==> config.mk <==
export PLATFORM = sky130hd
export DESIGN_NAME = multichannel_frame_level_stats_core
export DESIGN_NICKNAME = d
export VERILOG_FILES = /design/src/hw/rtl/mfls_pkg.sv /design/src/hw/rtl/mfls_ram.sv /design/src/hw/rtl/multichannel_frame_level_stats_core.sv
export SDC_FILE = /design/constraint.sdc
export NUM_CORES = 1
export LEC_CHECK = 0
export BUFFER_PORTS_ARGS = -buffer_cell sky130_fd_sc_hd__buf_2
export CAP_MARGIN = 5
export CORE_MARGIN = 2
export CORE_UTILIZATION = 45
export CTS_BUF_LIST = sky130_fd_sc_hd__clkbuf_4 sky130_fd_sc_hd__clkbuf_8
export CTS_CLUSTER_SIZE = 24
export DETAILED_ROUTE_END_ITERATION = 10
export GPL_ROUTABILITY_DRIVEN = 0
export SLEW_MARGIN = 0
export SYNTH_ARGS = -nofsm -noshare
export SYNTH_HDL_FRONTEND = slang
export SYNTH_SLANG_ARGS = --single-unit
==> constraint.sdc <==
create_clock -name i_clk -period 15.3 [get_ports i_clk]
set_input_delay 2.295 -clock i_clk [delete_from_list [all_inputs] [get_ports i_clk]]
set_output_delay 2.295 -clock i_clk [all_outputs]
set_load 0.005 [all_outputs]
==> src/hw/rtl/mfls_pkg.sv <==
// Shared sizes, entry layout and state codes for the per-channel frame statistics block.
// Used by the statistics core, its port checker and the testbench; depends on nothing else.
`timescale 1ns / 1ps

package mfls_pkg;

    localparam int CHANNELS = 8;
    // The mean is taken by a right shift, so the frame length must be a power of two.
    localparam int SAMPLES  = 128;

    localparam int CH_W     = (CHANNELS > 1) ? $clog2(CHANNELS) : 1;
    localparam int SMP_W    = $clog2(SAMPLES);
    localparam int SMP_LOG2 = $clog2(SAMPLES);
    localparam int SUM_W    = 16 + SMP_LOG2;
    localparam int ENTRY_W  = 32 + SUM_W;

    localparam logic [CH_W-1:0]  LAST_CH   = CH_W'(CHANNELS - 1);
    localparam logic [SMP_W-1:0] LAST_SMP  = SMP_W'(SAMPLES - 1);
    localparam logic [2:0]       LAST_CH_FIELD = 3'(CHANNELS - 1);

    localparam logic signed [15:0] SAMPLE_MAX = 16'sh7FFF;
    localparam logic signed [15:0] SAMPLE_MIN = -16'sh8000;

    typedef struct packed {
        logic signed [15:0] minimum;
        logic signed [15:0] maximum;
        logic [SUM_W-1:0]   sum;
    } t_entry;

    localparam t_entry RESET_ENTRY = '{minimum: SAMPLE_MAX, maximum: SAMPLE_MIN, sum: '0};

    typedef enum logic [2:0] {
        ST_ACC  = 3'b001,
        ST_READ = 3'b010,
        ST_LOAD = 3'b100
    } t_state;

endpackage

==> src/hw/rtl/mfls_ram.sv <==
// Generic single-clock RAM with one write port and one registered read port.
// Stand-alone; used for the per-channel accumulator store.
`timescale 1ns / 1ps

module mfls_ram #(
    parameter int WIDTH = 8,
    parameter int DEPTH = 8
) (
    input  logic                             i_clk,
    input  logic                             i_wr_en,
    input  logic [$clog2(DEPTH > 1 ? DEPTH : 2)-1:0] i_wr_addr,
    input  logic [WIDTH-1:0]                 i_wr_data,
    input  logic                             i_rd_en,
    input  logic [$clog2(DEPTH > 1 ? DEPTH : 2)-1:0] i_rd_addr,
    output logic [WIDTH-1:0]                 o_rd_data
);

    logic [WIDTH-1:0] r_mem [DEPTH];
    logic [WIDTH-1:0] r_rd_data;

    // Read data holds until the next read; a read of the entry being written returns old data.
    always_ff @(posedge i_clk) begin
        if (i_wr_en) begin
            r_mem[i_wr_addr] <= i_wr_data;
        end
        if (i_rd_en) begin
            r_rd_data <= r_mem[i_rd_addr];
        end
    end

    assign o_rd_data = r_rd_data;

endmodule

==> src/hw/rtl/multichannel_frame_level_stats_core.sv <==
// Results follow the last item of a frame through the input stage register, the RAM read
// issued in ST_READ and the output register loaded in ST_LOAD, then come one per cycle while
// the output is not stalled. Throughput: one item per cycle, but the input stalls
// from a frame's last item until its last result is loaded; the single read port of
// the accumulator RAM serves result read-out. Reset (synchronous, active low) empties the
// pipeline and marks every channel's accumulators as cleared; the RAM itself is not swept.
`timescale 1ns / 1ps

module multichannel_frame_level_stats_core (
    input  logic               i_clk,
    input  logic               i_rst_n,
    input  logic               i_valid,
    input  logic signed [15:0] i_sample,
    output logic               o_stall,
    output logic               o_valid,
    output logic [2:0]         o_channel,
    output logic signed [15:0] o_minimum,
    output logic signed [15:0] o_maximum,
    output logic [15:0]        o_mean_magnitude,
    output logic               o_last,
    input  logic               i_stall
);

    mfls_pkg::t_state r_state, n_state;

    logic [mfls_pkg::CH_W-1:0]  r_ch_pos, n_ch_pos;
    logic [mfls_pkg::SMP_W-1:0] r_smp_pos, n_smp_pos;
    logic [mfls_pkg::CH_W-1:0]  r_emit_ch, n_emit_ch;
    logic [mfls_pkg::CHANNELS-1:0] r_entry_valid, n_entry_valid;

    logic                       r_s1_valid;
    logic signed [15:0]         r_s1_sample;
    logic [mfls_pkg::CH_W-1:0]  r_s1_ch;
    logic                       r_s1_frame_end;

    logic                       r_fwd_hit;
    mfls_pkg::t_entry           r_fwd_data;

    logic                       r_out_valid;
    logic [2:0]                 r_out_channel;
    logic signed [15:0]         r_out_minimum;
    logic signed [15:0]         r_out_maximum;
    logic [15:0]                r_out_mean;
    logic                       r_out_last;

    logic                       accept;
    logic                       out_free;
    logic                       load_out;
    logic                       rd_en;
    logic [mfls_pkg::CH_W-1:0]  rd_addr;
    logic [mfls_pkg::ENTRY_W-1:0] rd_data;
    logic                       wr_en;
    mfls_pkg::t_entry           old_entry;
    mfls_pkg::t_entry           new_entry;
    mfls_pkg::t_entry           emit_entry;
    logic [16:0]                magnitude;

    assign o_stall  = (r_state != mfls_pkg::ST_ACC) || (r_s1_valid && r_s1_frame_end);
    assign accept   = i_valid && !o_stall;
    assign out_free = !r_out_valid || !i_stall;
    assign wr_en    = r_s1_valid;

    mfls_ram #(
        .WIDTH(mfls_pkg::ENTRY_W),
        .DEPTH(mfls_pkg::CHANNELS)
    ) u_acc_ram (
        .i_clk    (i_clk),
        .i_wr_en  (wr_en),
        .i_wr_addr(r_s1_ch),
        .i_wr_data(new_entry),
        .i_rd_en  (rd_en),
        .i_rd_addr(rd_addr),
        .o_rd_data(rd_data)
    );

    // Read-modify-write of the channel's entry. A channel whose valid bit is clear
    // still holds the values from an earlier frame and reads as the cleared entry.
    always_comb begin
        if (r_fwd_hit) begin
            old_entry = r_fwd_data;
        end else if (r_entry_valid[r_s1_ch]) begin
            old_entry = mfls_pkg::t_entry'(rd_data);
        end else begin
            old_entry = mfls_pkg::RESET_ENTRY;
        end
        magnitude = r_s1_sample[15] ? ({1'b0, ~r_s1_sample} + 17'd1) : {1'b0, r_s1_sample};
        new_entry.minimum = (r_s1_sample < old_entry.minimum) ? r_s1_sample : old_entry.minimum;
        new_entry.maximum = (r_s1_sample > old_entry.maximum) ? r_s1_sample : old_entry.maximum;
        new_entry.sum     = old_entry.sum + mfls_pkg::SUM_W'(magnitude);
    end

    assign emit_entry = r_entry_valid[r_emit_ch] ? mfls_pkg::t_entry'(rd_data)
                                                 : mfls_pkg::RESET_ENTRY;

    always_comb begin
        n_ch_pos  = r_ch_pos;
        n_smp_pos = r_smp_pos;
        if (accept) begin
            if (r_ch_pos == mfls_pkg::LAST_CH) begin
                n_ch_pos  = '0;
                n_smp_pos = (r_smp_pos == mfls_pkg::LAST_SMP) ? '0 : r_smp_pos + 1'b1;
            end else begin
                n_ch_pos = r_ch_pos + 1'b1;
            end
        end
    end

    always_comb begin
        n_state       = r_state;
        n_emit_ch     = r_emit_ch;
        n_entry_valid = r_entry_valid;
        rd_en         = 1'b0;
        rd_addr       = r_ch_pos;
        load_out      = 1'b0;
        if (wr_en) begin
            n_entry_valid[r_s1_ch] = 1'b1;
        end
        unique case (r_state)
            mfls_pkg::ST_ACC: begin
                rd_en     = accept;
                n_emit_ch = '0;
                if (r_s1_valid && r_s1_frame_end) begin
                    n_state = mfls_pkg::ST_READ;
                end
            end
            mfls_pkg::ST_READ: begin
                rd_en   = 1'b1;
                rd_addr = r_emit_ch;
                n_state = mfls_pkg::ST_LOAD;
            end
            mfls_pkg::ST_LOAD: begin
                if (out_free) begin
                    load_out = 1'b1;
                    if (r_emit_ch == mfls_pkg::LAST_CH) begin
                        n_state       = mfls_pkg::ST_ACC;
                        n_entry_valid = '0;
                    end else begin
                        rd_en     = 1'b1;
                        rd_addr   = r_emit_ch + 1'b1;
                        n_emit_ch = r_emit_ch + 1'b1;
                    end
                end
            end
            default: begin
                n_state = mfls_pkg::ST_ACC;
            end
        endcase
    end

    always_ff @(posedge i_clk) begin
        if (!i_rst_n) begin
            r_state       <= mfls_pkg::ST_ACC;
            r_ch_pos      <= '0;
            r_smp_pos     <= '0;
            r_emit_ch     <= '0;
            r_entry_valid <= '0;
            r_s1_valid    <= 1'b0;
            r_fwd_hit     <= 1'b0;
            r_out_valid   <= 1'b0;
        end else begin
            r_state       <= n_state;
            r_ch_pos      <= n_ch_pos;
            r_smp_pos     <= n_smp_pos;
            r_emit_ch     <= n_emit_ch;
            r_entry_valid <= n_entry_valid;
            r_s1_valid    <= accept;
            // With a single channel the next item reads the entry being written.
            r_fwd_hit     <= wr_en && rd_en && (rd_addr == r_s1_ch);
            if (load_out) begin
                r_out_valid <= 1'b1;
            end else if (!i_stall) begin
                r_out_valid <= 1'b0;
            end
        end
    end

    always_ff @(posedge i_clk) begin
        r_fwd_data <= new_entry;
        if (accept) begin
            r_s1_sample    <= i_sample;
            r_s1_ch        <= r_ch_pos;
            r_s1_frame_end <= (r_ch_pos == mfls_pkg::LAST_CH)
                              && (r_smp_pos == mfls_pkg::LAST_SMP);
        end
        if (load_out) begin
            r_out_channel <= 3'(r_emit_ch);
            r_out_minimum <= emit_entry.minimum;
            r_out_maximum <= emit_entry.maximum;
            r_out_mean    <= 16'(emit_entry.sum >> mfls_pkg::SMP_LOG2);
            r_out_last    <= (r_emit_ch == mfls_pkg::LAST_CH);
        end
    end

    assign o_valid          = r_out_valid;
    assign o_channel        = r_out_channel;
    assign o_minimum        = r_out_minimum;
    assign o_maximum        = r_out_maximum;
    assign o_mean_magnitude = r_out_mean;
    assign o_last           = r_out_last;

endmodule

==> results by group, run 1 <==
Global route
  – Vias in the first global route: 13935
  – Tot GR Track Use: 0.195
  – First-pass GRT wire length: 86.3 mm
  – Initial antenna violation count: 1
  – Maximum number of pins on one net before global-route repair: 112
  – Total grt overflow: 0

Synthesis
  – Yosys cell types: 65
  – Seq cells post-synth: 649
  – Net count after synthesis: 1481
  – Mapped cell area: 25900 µm²
  – EDFF count, synth: 567
  – Synth Instances: 1406
  – Top FF cell, synth: edfxtp_1
  – Avg Synthesized Cell Area: 18.4 µm²
  – Number of synthesis warnings: 0
  – Seq/Total Area, Yosys: 0.720
  – Async SR Flop Fraction: 0

STA
  – Final setup fails: 0
  – Tcrit/Tclk final: 0.376
  – Final hold violations: 0
  – Worst slew pin tran: 1140 ps
  – Setup TNS: 0 ps
  – Fmax: 174 MHz
  – Final Worst Setup Slack: 9550 ps
  – Worst clock skew: 24.2 ps
  – Min Clock Period, post-route: 5750 ps
  – Final Max Slew Viols: 0
  – Headroom to the max-slew limit: 0.240
  – RSZ-0062 raised after global routing: false

Finish
  – Most common cell after layout, fill and taps aside: edfxtp_1
  – Leading cell types in the layout, fill and taps excluded: 567 x edfxtp_1, 124 x clkbuf_8, 113 x mux4_2
  – Layout cells sized above 1: 0.294
  – NumNets Final: 1629
  – Core Util, Final: 0.520
  – Final instance area: 29500 µm²
  – Area growth syn-to-layout: 13.7%
  – Layout Cells excl Fill: 2401
  – N_diodes: 0

Clock tree
  – Clock transition at path regs: 60 ps
  – Hold_buf cts: 0
  – Clk_lat worst skew: 680 ps
  – Post-CTS Setup Inserts: 0
  – Post-CTS Resized: 0
  – Deepest clock path buffer count: 3
  – CTS tree: built
  – Clk sinks: 649
  – Clk root buf: clkbuf_8
  – H-tree depth: 3
  – CTS buffer count: 107

Worst hold path
  – Hold Path Class: flop to flop

Detailed routing
  – WL met2: 27.9 mm
  – Total routed wirelength: 57.4 mm
  – WL met3: 2.95 mm
  – Routed via count: 13372
  – Drt pass-1 iters: 4
  – Routed len/inst: 23.9 µm
  – Residual DRC: 0
  – Vias per cell: 5.57
  – Post-route ant nets: 0
  – DR top layer: met4
  – Initial DRC Count: 1015
  – Met1 wire length: 25.2 mm

Floorplan
  – Core area: 56700 µm²
  – Die area: 59500 µm²
  – # rows: 87
  – Die Wd: 244 µm
  – Initial Util: 0.457
  – Die Y: 244 µm
  – Top Ports: 74

Placement
  – Post-Place Cell Area: 27200 µm²
  – Input/output buffers: 73
  – Pre-CTS worst setup slack: 8670 ps
  – Placed insts: 2201
  – HPWL after detailed placement: 32.5 mm

Worst setup path
  – Crit-path max FO: 44
  – Critical path required time: 15720 ps
  – CP Cell Sequence: buf_2 -> nand2_1 -> nor3b_4 -> nor2_1 -> a221o_4 -> buf_4 -> buf_4 -> mux4_2 -> mux2_2
  – Crit start category: primary input
  – Crit path kind: primary input to flop
  – WP data arrival: 6170 ps
  – CP peak stage delay: 790 ps
  – CP dominant cell by count: buf_4
  – Slowest CP cell: buf_4
  – CP Capture Type: flop

Outcome
  – Outcome: finished, final reports clean

Power
  – Leak: 9.85 nW
  – Pwr dens: 134 nW/µm²
  – Peak supply drop: 0.0000725 V

Flow run
  – Max Cap Viol: 0
==> cell type report <==
type / count / area [µm²]
Fill cell: 4537 / 27200
Sequential cell: 649 / 18700
Multi-Input combinational cell: 675 / 6980
Clock buffer: 166 / 2020
Tap cell: 756 / 946
Timing Repair Buffer: 95 / 543
Clock inverter: 34 / 206
Inverter: 26 / 97.6
==> cells in the mapped netlist, drive strengths merged, types with 3 or more instances <==
| cell type | number | area [µm²] |
|---|---|---|
| a211oi | 8 | 60.1 |
| mux2 | 56 | 631 |
| inv | 25 | 93.8 |
| a31oi | 5 | 31.3 |
| a2111oi | 3 | 26.3 |
| a21oi | 22 | 110 |
| buf | 18 | 141 |
| o21ai | 23 | 115 |
| nand2b | 10 | 62.6 |
| and3 | 3 | 18.8 |
| o31ai | 5 | 37.5 |
| edfxtp | 567 | 17000 |
| a21o | 6 | 45.0 |
| o21a | 8 | 60.1 |
| or3 | 6 | 37.5 |
| nor2b | 42 | 263 |
| xor2 | 12 | 105 |
| nand2 | 35 | 131 |
| nand3b | 3 | 22.5 |
| mux2i | 36 | 360 |
| a21boi | 4 | 30.0 |
| and2 | 4 | 25.0 |
| a22oi | 23 | 173 |
| nand4 | 10 | 62.6 |
| clkbuf | 38 | 143 |
| nor3 | 8 | 40.0 |
| or2 | 16 | 100 |
| mux4 | 113 | 2540 |
| a22o | 20 | 175 |
| o22ai | 17 | 106 |
| o211ai | 5 | 37.5 |
| nor3b | 5 | 48.8 |
| nor2 | 52 | 195 |
| dfxtp | 82 | 1640 |
| a311o | 3 | 30.0 |
| xnor2 | 25 | 219 |
| ha | 54 | 676 |
| nand3 | 5 | 25.0 |
==> kinds of logic (layout without fill, tap and decap cells) <==
family / after synthesis / in the layout / synth area share
XOR/XNOR: 37 / 37 / 0.0125
AO/OA/AOI/OAI: 169 / 169 / 0.0463
buffers and inverters: 82 / 321 / 0.0147
multiplexers: 205 / 205 / 0.136
flip-flops: 649 / 649 / 0.720
adder cells (fa/ha/maj): 55 / 55 / 0.0268
other: 1 / 1 / 0.000145
AND/OR/NAND/NOR: 208 / 208 / 0.0426
==> stage by stage <==
step	hold slack (ps)	total power, mW
floorplan	435	2.34
global placement	458	2.44
detailed placement	474	2.45
CTS	485	4.00
global route	522	4.12
finish	489	3.96
==> path summary, 6_finish.rpt <==
path,startpoint,to,slack (ps),depth (start not counted)
worst max-delay path,i_stall,u_acc_ram.o_rd_data[20],9550,9
worst min-delay path,r_smp_pos[5],r_smp_pos[5],490,1
worst max register to register,r_s1_ch[0],u_acc_ram.r_mem[3][25],10010,13
worst min register to register,r_smp_pos[5],r_smp_pos[5],490,1
==> layer usage <==
layer	vias to the layer above	GRT usage
li1	5971	-
met1	6942	0.266
met2	368	0.317
met3	91	0.0392
met4	0	0.0638
met5	-	0
==> critical path, delay by kind of cell <==
kind | cells | cell delay [ps]
AOI/OAI and AO/OA | 1 | 660
buffers and inverters | 3 | 1690
muxes | 2 | 870
and+or+nand+nor | 3 | 590
==> state kept, by name, summed over array words and instances, names as in the netlist <==
| register | flops |
|---|---|
| r_smp_pos | 7 |
| r_entry_valid | 8 |
| r_fwd_hit | 1 |
| r_fwd_data | 55 |
| u_acc_ram.o_rd_data | 55 |
| r_state | 3 |
| r_ch_pos | 3 |
| r_s1_valid | 1 |
| o_mean_magnitude | 16 |
| r_emit_ch | 3 |
| o_channel | 3 |
| u_acc_ram.r_mem | 440 |
| o_last | 1 |
| o_minimum | 16 |
| r_s1_sample | 16 |
| o_maximum | 16 |
| r_s1_frame_end | 1 |
| o_valid | 1 |
| r_s1_ch | 3 |
==> where the power goes <==
group | total [mW] | leakage, nW | internal [mW] | switching (mW)
combinational | 0.318 | 2.83 | 0.113 | 0.205
clock | 1.54 | 1.19 | 0.872 | 0.669
sequential | 2.10 | 5.84 | 2.06 | 0.0378
Power figures use the tool's default switching activity.
==> run 2: changes to the inputs <==
==> constraint.sdc (replaced) <==
create_clock -name i_clk -period 4.7 [get_ports i_clk]
set_input_delay 0.705 -clock i_clk [delete_from_list [all_inputs] [get_ports i_clk]]
set_output_delay 0.705 -clock i_clk [all_outputs]
set_load 0.005 [all_outputs]
==> results by group, run 2 (synthesis results as in run 1) <==
Power
  – Psw: 3.09 mW (+240%)
  – Leak: 10.2 nW (+3.1%)
  – Peak supply drop: 0.000197 V (+170%)
  – Pwr dens: 437 nW/µm² (+230%)
  – Combinational share of power: 0.088 (+0.008)
  – Cell internal pwr: 10.0 mW (+230%)
  – Switching part of the total power: 0.235 (+0.00494)
  – Sequential share of power: 0.520 (-0.010)
  – Clock power share: 0.392 (+0.003)
  – Total power: 13.1 mW (+230%)

Finish
  – NumNets Final: 1680 (+3.1%)
  – Core Util, Final: 0.529 (+0.00988)
  – Filler instances: 4515 (-0.48%)
  – Most common cell after layout, fill and taps aside: edfxtp_1
  – Reg with most FFs: u_acc_ram.r_mem
  – Layout cells sized above 1: 0.317 (+0.0234)
  – Leading cell types in the layout, fill and taps excluded: 567 x edfxtp_1, 118 x clkbuf_8, 113 x mux4_2
  – Final instance area: 30000 µm² (+1.9%)
  – Max FFs per register: 440 (unchanged)
  – Area growth syn-to-layout: 15.9%

Clock tree
  – Clk root buf: clkbuf_8
  – Clk sinks: 649 (unchanged)
  – Clk_lat worst skew: 710 ps (+30 ps)
  – CTS tree: built
  – Clock transition at path regs: 60 ps (about the same)
  – Hold_buf cts: 0 (unchanged)
  – H-tree depth: 3 (unchanged)
  – Deepest clock path buffer count: 3 (unchanged)
  – CTS buffer count: 107 (unchanged)

Worst setup path
  – Crit start category: flop
  – Crit-path max FO: 15 (-66%)
  – CP Cell Sequence: mux4_2 -> nand2b_1 -> and3_2 -> a22o_1 -> ha_1 -> inv_1 -> fa_1 -> nor2b_1 -> o31a_1 -> a2bb2oi_1 -> a311o_1 -> o21ai_0 -> nor3_1 -> xnor2_2
  – Crit path to: u_acc_ram.r_mem[3][22]
  – Crit path kind: flop to flop
  – Critical path required time: 5110 ps (-10610 ps)
  – Reg2reg end: u_acc_ram.r_mem[3][22]
  – CP peak stage delay: 440 ps (-350 ps)
  – CP Capture Type: flop
  – Worst R2R Start: r_s1_ch[0]
  – Reg2reg path depth: 14 (+1)
  – Slowest CP cell: and3_2
  – WP data arrival: 4690 ps (-1480 ps)
  – CP startpoint: r_s1_ch[0]
  – Internal reg-to-reg setup slack: 410 ps (-9600 ps)

STA
  – Final Max Slew Viols: 0 (unchanged)
  – Headroom to the max-slew limit: 0.241 (+0.000927)
  – RSZ-0062 raised after global routing: false
  – Final hold violations: 0 (unchanged)
  – Fmax: 233 MHz
  – Min Clock Period, post-route: 4290 ps
  – Setup TNS: 0 ps (unchanged)
  – Tcrit/Tclk final: 0.912
  – Worst clock skew: 35.5 ps (+11.2 ps)
  – Final setup fails: 0 (unchanged)
  – Worst slew pin tran: 1110 ps (-25.2 ps)

Outcome
  – Outcome: finished, final reports clean

Detailed routing
  – Met1 wire length: 26.8 mm (+6.2%)
  – WL met3: 3.03 mm (+2.8%)
  – Post-route ant nets: 0 (unchanged)
  – Total routed wirelength: 58.6 mm (+2.2%)
  – Routed via count: 13755 (+2.9%)
  – DR top layer: met4
  – Residual DRC: 0 (unchanged)
  – Initial DRC Count: 918 (-9.6%)
  – Vias per cell: 5.60 (+0.48%)
  – Drt pass-1 iters: 5 (+1)
  – Routed len/inst: 23.9 µm (-0.14%)
  – WL met2: 27.9 mm (-0.14%)

Floorplan
  – # rows: 87 (unchanged)
  – Initial Util: 0.457 (unchanged)
  – Die area: 59500 µm² (unchanged)
  – Die Wd: 244 µm (unchanged)
  – Top Ports: 74 (unchanged)
  – Core area: 56700 µm² (unchanged)
  – Die Y: 244 µm (unchanged)

Placement
  – Input/output buffers: 73 (unchanged)
  – HPWL after detailed placement: 34.3 mm (+5.6%)
  – Post-Place Cell Area: 27700 µm² (+1.7%)

Flow run
  – Max Cap Viol: 0 (unchanged)

Global route
  – Tot GR Track Use: 0.201 (+0.00532)
  – Initial antenna violation count: 2 (+1)
  – Vias in the first global route: 14076 (+1.0%)
  – Maximum number of pins on one net before global-route repair: 112 (unchanged)
  – Total grt overflow: 0 (unchanged)
  – First-pass GRT wire length: 88.3 mm (+2.3%)

Worst hold path
  – Hold Path Class: primary input to flop
  – Hold Path Stages: 1 (unchanged)
run 2: cell types whose count changed in the layout (fill, tap and decap cells not counted), moves of 5 or more:
| cell | previous run | this run |
|---|---|---|
| buf_4 | 21 | 66 |
| clkbuf_4 | 42 | 29 |
| clkinv_2 | 12 | 21 |
| buf_12 | 1 | 7 |
| clkbuf_8 | 124 | 118 |
| clkinv_1 | 18 | 23 |
run 2: worst min-delay path by stage:
stage	end	startpoint	slack (ps)
3_5_place_dp	r_smp_pos[5]	r_smp_pos[5]	470
2_1_floorplan	o_channel[0]	r_emit_ch[0]	430
3_3_place_gp	r_smp_pos[5]	r_smp_pos[5]	460
6_report	r_s1_sample[0]	i_sample[0]	170
4_1_cts	r_s1_sample[0]	i_sample[0]	100
5_1_grt	r_s1_sample[0]	i_sample[0]	130
run 2: worst max-delay path, delay by kind of cell (launching register included):
| kind | cells | cell delay, ps |
|---|---|---|
| AOI/OAI and AO/OA | 5 | 1310 |
| muxes | 1 | 330 |
| adders and majority gates | 2 | 600 |
| xor gates and xnor gates | 1 | 210 |
| and+or+nand+nor | 4 | 1050 |
| buffers and inverters | 1 | 60 |
| DFF | 1 | 400 |
run 2: power by group through the flow:
stage / sequential [mW] / clock, mW / combinational [mW]
2_1_floorplan: 6.88 / 0 / 0.732
3_3_place_gp: 6.94 / 0 / 1.12
3_5_place_dp: 6.94 / 0 / 1.15
4_1_cts: 6.82 / 5.27 / 1.16
5_1_grt: 6.84 / 5.53 / 1.28
6_report: 6.82 / 5.14 / 1.16
run 2: metal layers:
layer	vias to the layer above	track usage
met5	-	0
met1	7253	0.292
met3	57	0.0317
li1	6080	-
met4	0	0.0624
met2	365	0.313
run 2: area by class of cell:
class | instances | area (µm²) | share of cell area
Tap cell | 756 | 946 | 0.0315
Clock buffer | 147 | 1840 | 0.0613
Multi-Input combinational cell | 675 | 7040 | 0.234
Timing Repair Buffer | 146 | 1000 | 0.0333
Sequential cell | 649 | 18700 | 0.622
Antenna cell | 2 | 5.00 | 0.000167
Clock inverter | 57 | 427 | 0.0142
Inverter | 26 | 101 | 0.00337
run 2: metrics by stage:
step / hold slack (ps) / std cells / setup WS, ps
3_3_place_gp: 461 / 2250 / 263
2_1_floorplan: 435 / 1406 / 48.3
4_1_cts: 100 / 2454 / 186
6_report: 169 / 2458 / 412
5_1_grt: 127 / 2457 / 26.3
3_5_place_dp: 466 / 2250 / 194
run 2: timing repair:
| item | CTS | global route |
|---|---|---|
| resized for setup | 0 | 7 |
| setup buffers | 0 | 2 |
| setup endpoints to repair | 0 | 77 |
==> run 3: changes to the inputs <==
--- a/config.mk
+++ b/config.mk
@@ -7,12 +7,14 @@
 export LEC_CHECK = 0
 export BUFFER_PORTS_ARGS = -buffer_cell sky130_fd_sc_hd__buf_2
 export CAP_MARGIN = 5
+export CORE_ASPECT_RATIO = 0.7
 export CORE_MARGIN = 2
 export CORE_UTILIZATION = 45
 export CTS_BUF_LIST = sky130_fd_sc_hd__clkbuf_4 sky130_fd_sc_hd__clkbuf_8
 export CTS_CLUSTER_SIZE = 24
 export DETAILED_ROUTE_END_ITERATION = 10
 export GPL_ROUTABILITY_DRIVEN = 0
+export SETUP_SLACK_MARGIN = 0.2
 export SLEW_MARGIN = 0
 export SYNTH_ARGS = -nofsm -noshare
 export SYNTH_HDL_FRONTEND = slang
==> results by group, run 3 (synthesis results as in run 1) <==
Outcome
  – Outcome: finished, final reports clean

Detailed routing
  – Routed via count: 13496 (-1.9%)
  – Initial DRC Count: 1172 (+28%)
  – Routed len/inst: 24.0 µm (+0.76%)
  – Total routed wirelength: 58.1 mm (-0.84%)
  – Drt pass-1 iters: 5 (unchanged)
  – Residual DRC: 0 (unchanged)
  – Vias per cell: 5.58 (-0.30%)
  – Post-route ant nets: 0 (unchanged)

STA
  – RSZ-0062 raised after global routing: true
  – Tcrit/Tclk final: 0.910 (-0.00252)
  – Min Clock Period, post-route: 4280 ps (-11.8 ps)
  – Hold slack: 177 ps (+8.96 ps)
  – Worst clock skew: 34.2 ps (-1.28 ps)
  – Worst slew pin tran: 1110 ps (-1.49 ps)
  – Final hold violations: 0 (unchanged)
  – Final Max Slew Viols: 0 (unchanged)
  – Headroom to the max-slew limit: 0.256 (+0.0152)
  – Final setup fails: 0 (unchanged)
  – Final Worst Setup Slack: 423 ps (+11.8 ps)
  – Setup TNS: 0 ps (unchanged)
  – Fmax: 234 MHz (+0.28%)

Worst hold path
  – Hold worst-path end: r_s1_sample[12]
  – Hold Path Class: primary input to flop
  – Hold Path Stages: 1 (unchanged)
  – Hold Startpoint: i_sample[12]

Power
  – Total power: 12.8 mW (-2.1%)
  – Peak supply drop: 0.000246 V (+25%)
  – Pwr dens: 432 nW/µm² (-1.2%)
  – Leak: 10.0 nW (-1.5%)

Clock tree
  – CTS tree: built
  – Deepest clock path buffer count: 3 (unchanged)
  – Clk sinks: 649 (unchanged)
  – Hold_buf cts: 0 (unchanged)
  – CTS buffer count: 98 (-8.4%)
  – Clk root buf: clkbuf_8
  – Clock transition at path regs: 60 ps (about the same)
  – Clk_lat worst skew: 710 ps (about the same)
  – H-tree depth: 3 (unchanged)

Worst setup path
  – Internal reg-to-reg setup slack: 420 ps (about the same)
  – Worst R2R Start: r_s1_ch[0]
  – Crit-path leading delay family: multiplexers
  – Critical path required time: 5070 ps (-40 ps)
  – Crit path kind: flop to flop
  – CP Capture Type: flop
  – Reg2reg path depth: 13 (-1)
  – Crit start category: flop
  – CP peak stage delay: 750 ps (+310 ps)
  – Crit-path max FO: 17 (+2)
  – CP Cell Sequence: mux4_2 -> nand2b_1 -> nand3_1 -> buf_4 -> o22ai_1 -> ha_1 -> nand4_1 -> or3_1 -> a211oi_1 -> a211oi_1 -> a21oi_2 -> buf_4 -> mux2i_1
  – CP bufs+invs: 2 (+1)
  – Reg2reg end: u_acc_ram.r_mem[2][43]
  – Slowest CP cell: mux2i_1
  – WP data arrival: 4650 ps (-40 ps)

Finish
  – NumNets Final: 1662 (-1.1%)
  – Filler instances: 4578 (+1.4%)
  – Final instance area: 29800 µm² (-0.84%)
  – Layout cells sized above 1: 0.307 (-0.00969)
  – Most common cell after layout, fill and taps aside: edfxtp_1
  – Max FFs per register: 440 (unchanged)
  – Leading cell types in the layout, fill and taps excluded: 567 x edfxtp_1, 113 x mux4_2, 109 x clkbuf_8
  – Register area: 18700 µm² (unchanged)
  – N_diodes: 0 (-2)
  – Core Util, Final: 0.524 (-0.00535)
  – Multi-input gate area: 7020 µm² (-0.32%)
  – Layout Cells excl Fill: 2419 (-1.6%)
  – Area growth syn-to-layout: 14.9%
  – Reg with most FFs: u_acc_ram.r_mem

Placement
  – Input/output buffers: 73 (unchanged)
  – HPWL after detailed placement: 34.2 mm (-0.33%)
  – Post-Place Cell Area: 27600 µm² (-0.19%)
  – Pre-CTS worst setup slack: 291 ps (+96.8 ps)
  – Placed insts: 2233 (-0.76%)

Floorplan
  – Die Y: 205 µm (-16%)
  – Initial Util: 0.456 (-0.000795)
  – Die Wd: 291 µm (+19%)
  – Core area: 56800 µm² (+0.17%)
  – # rows: 73 (-16%)
  – Die area: 59500 µm² (about the same)
  – Top Ports: 74 (unchanged)

Global route
  – Tot GR Track Use: 0.198 (-0.00288)
  – Maximum number of pins on one net before global-route repair: 112 (unchanged)
  – First-pass GRT wire length: 87.2 mm (-1.2%)
  – Vias in the first global route: 13653 (-3.0%)
  – Total grt overflow: 0 (unchanged)
  – Initial antenna violation count: 1 (-1)

Flow run
  – Max Cap Viol: 0 (unchanged)
## run 3: worst max-delay path by stage
stage                          start                      to  slack [ps]  cells past startpoint
final                     r_s1_ch[0]  u_acc_ram.r_mem[2][43]         420                     13
after global routing      r_s1_ch[0]  u_acc_ram.r_mem[2][43]         180                     13
after CTS                 r_s1_ch[1]  u_acc_ram.r_mem[4][40]         260                     13
after detailed placement  r_s1_ch[1]  u_acc_ram.r_mem[3][40]         290                     13
after global placement    r_s1_ch[1]  u_acc_ram.r_mem[3][40]         380                     13
after floorplan           r_s1_ch[0]  u_acc_ram.r_mem[0][28]         210                     17
## run 3: what timing repair did
action / 4_1_cts / 5_1_grt
gates resized for setup: 0 / 3
buffers inserted: 0 / 4
endpoints found under the setup margin: 0 / 165
## run 3: metal layers
layer | part of all wire | vias up | track usage
li1 | - | 6015 | -
met1 | 0.46 | 7040 | 0.287
met2 | 0.47 | 342 | 0.309
met3 | 0.047 | 99 | 0.0381
met4 | 0.018 | 0 | 0.0522
met5 | 0 | - | 0
## run 3: power breakdown
group | internal (mW) | leakage [nW] | switching, mW
Combinational | 0.433 | 3.07 | 0.712
Sequential | 6.71 | 5.84 | 0.116
Clock | 2.70 | 1.10 | 2.18
Total | 9.84 | 10.0 | 3.01
## run 3: cell type report
| class | count | share of cell area |
|---|---|---|
| Sequential cell | 649 | 0.627 |
| Multi-Input combinational cell | 675 | 0.236 |
| Clock buffer | 146 | 0.0597 |
| Timing Repair Buffer | 137 | 0.0326 |
| Tap cell | 750 | 0.0315 |
| Clock inverter | 36 | 0.0103 |
| Inverter | 26 | 0.00328 |
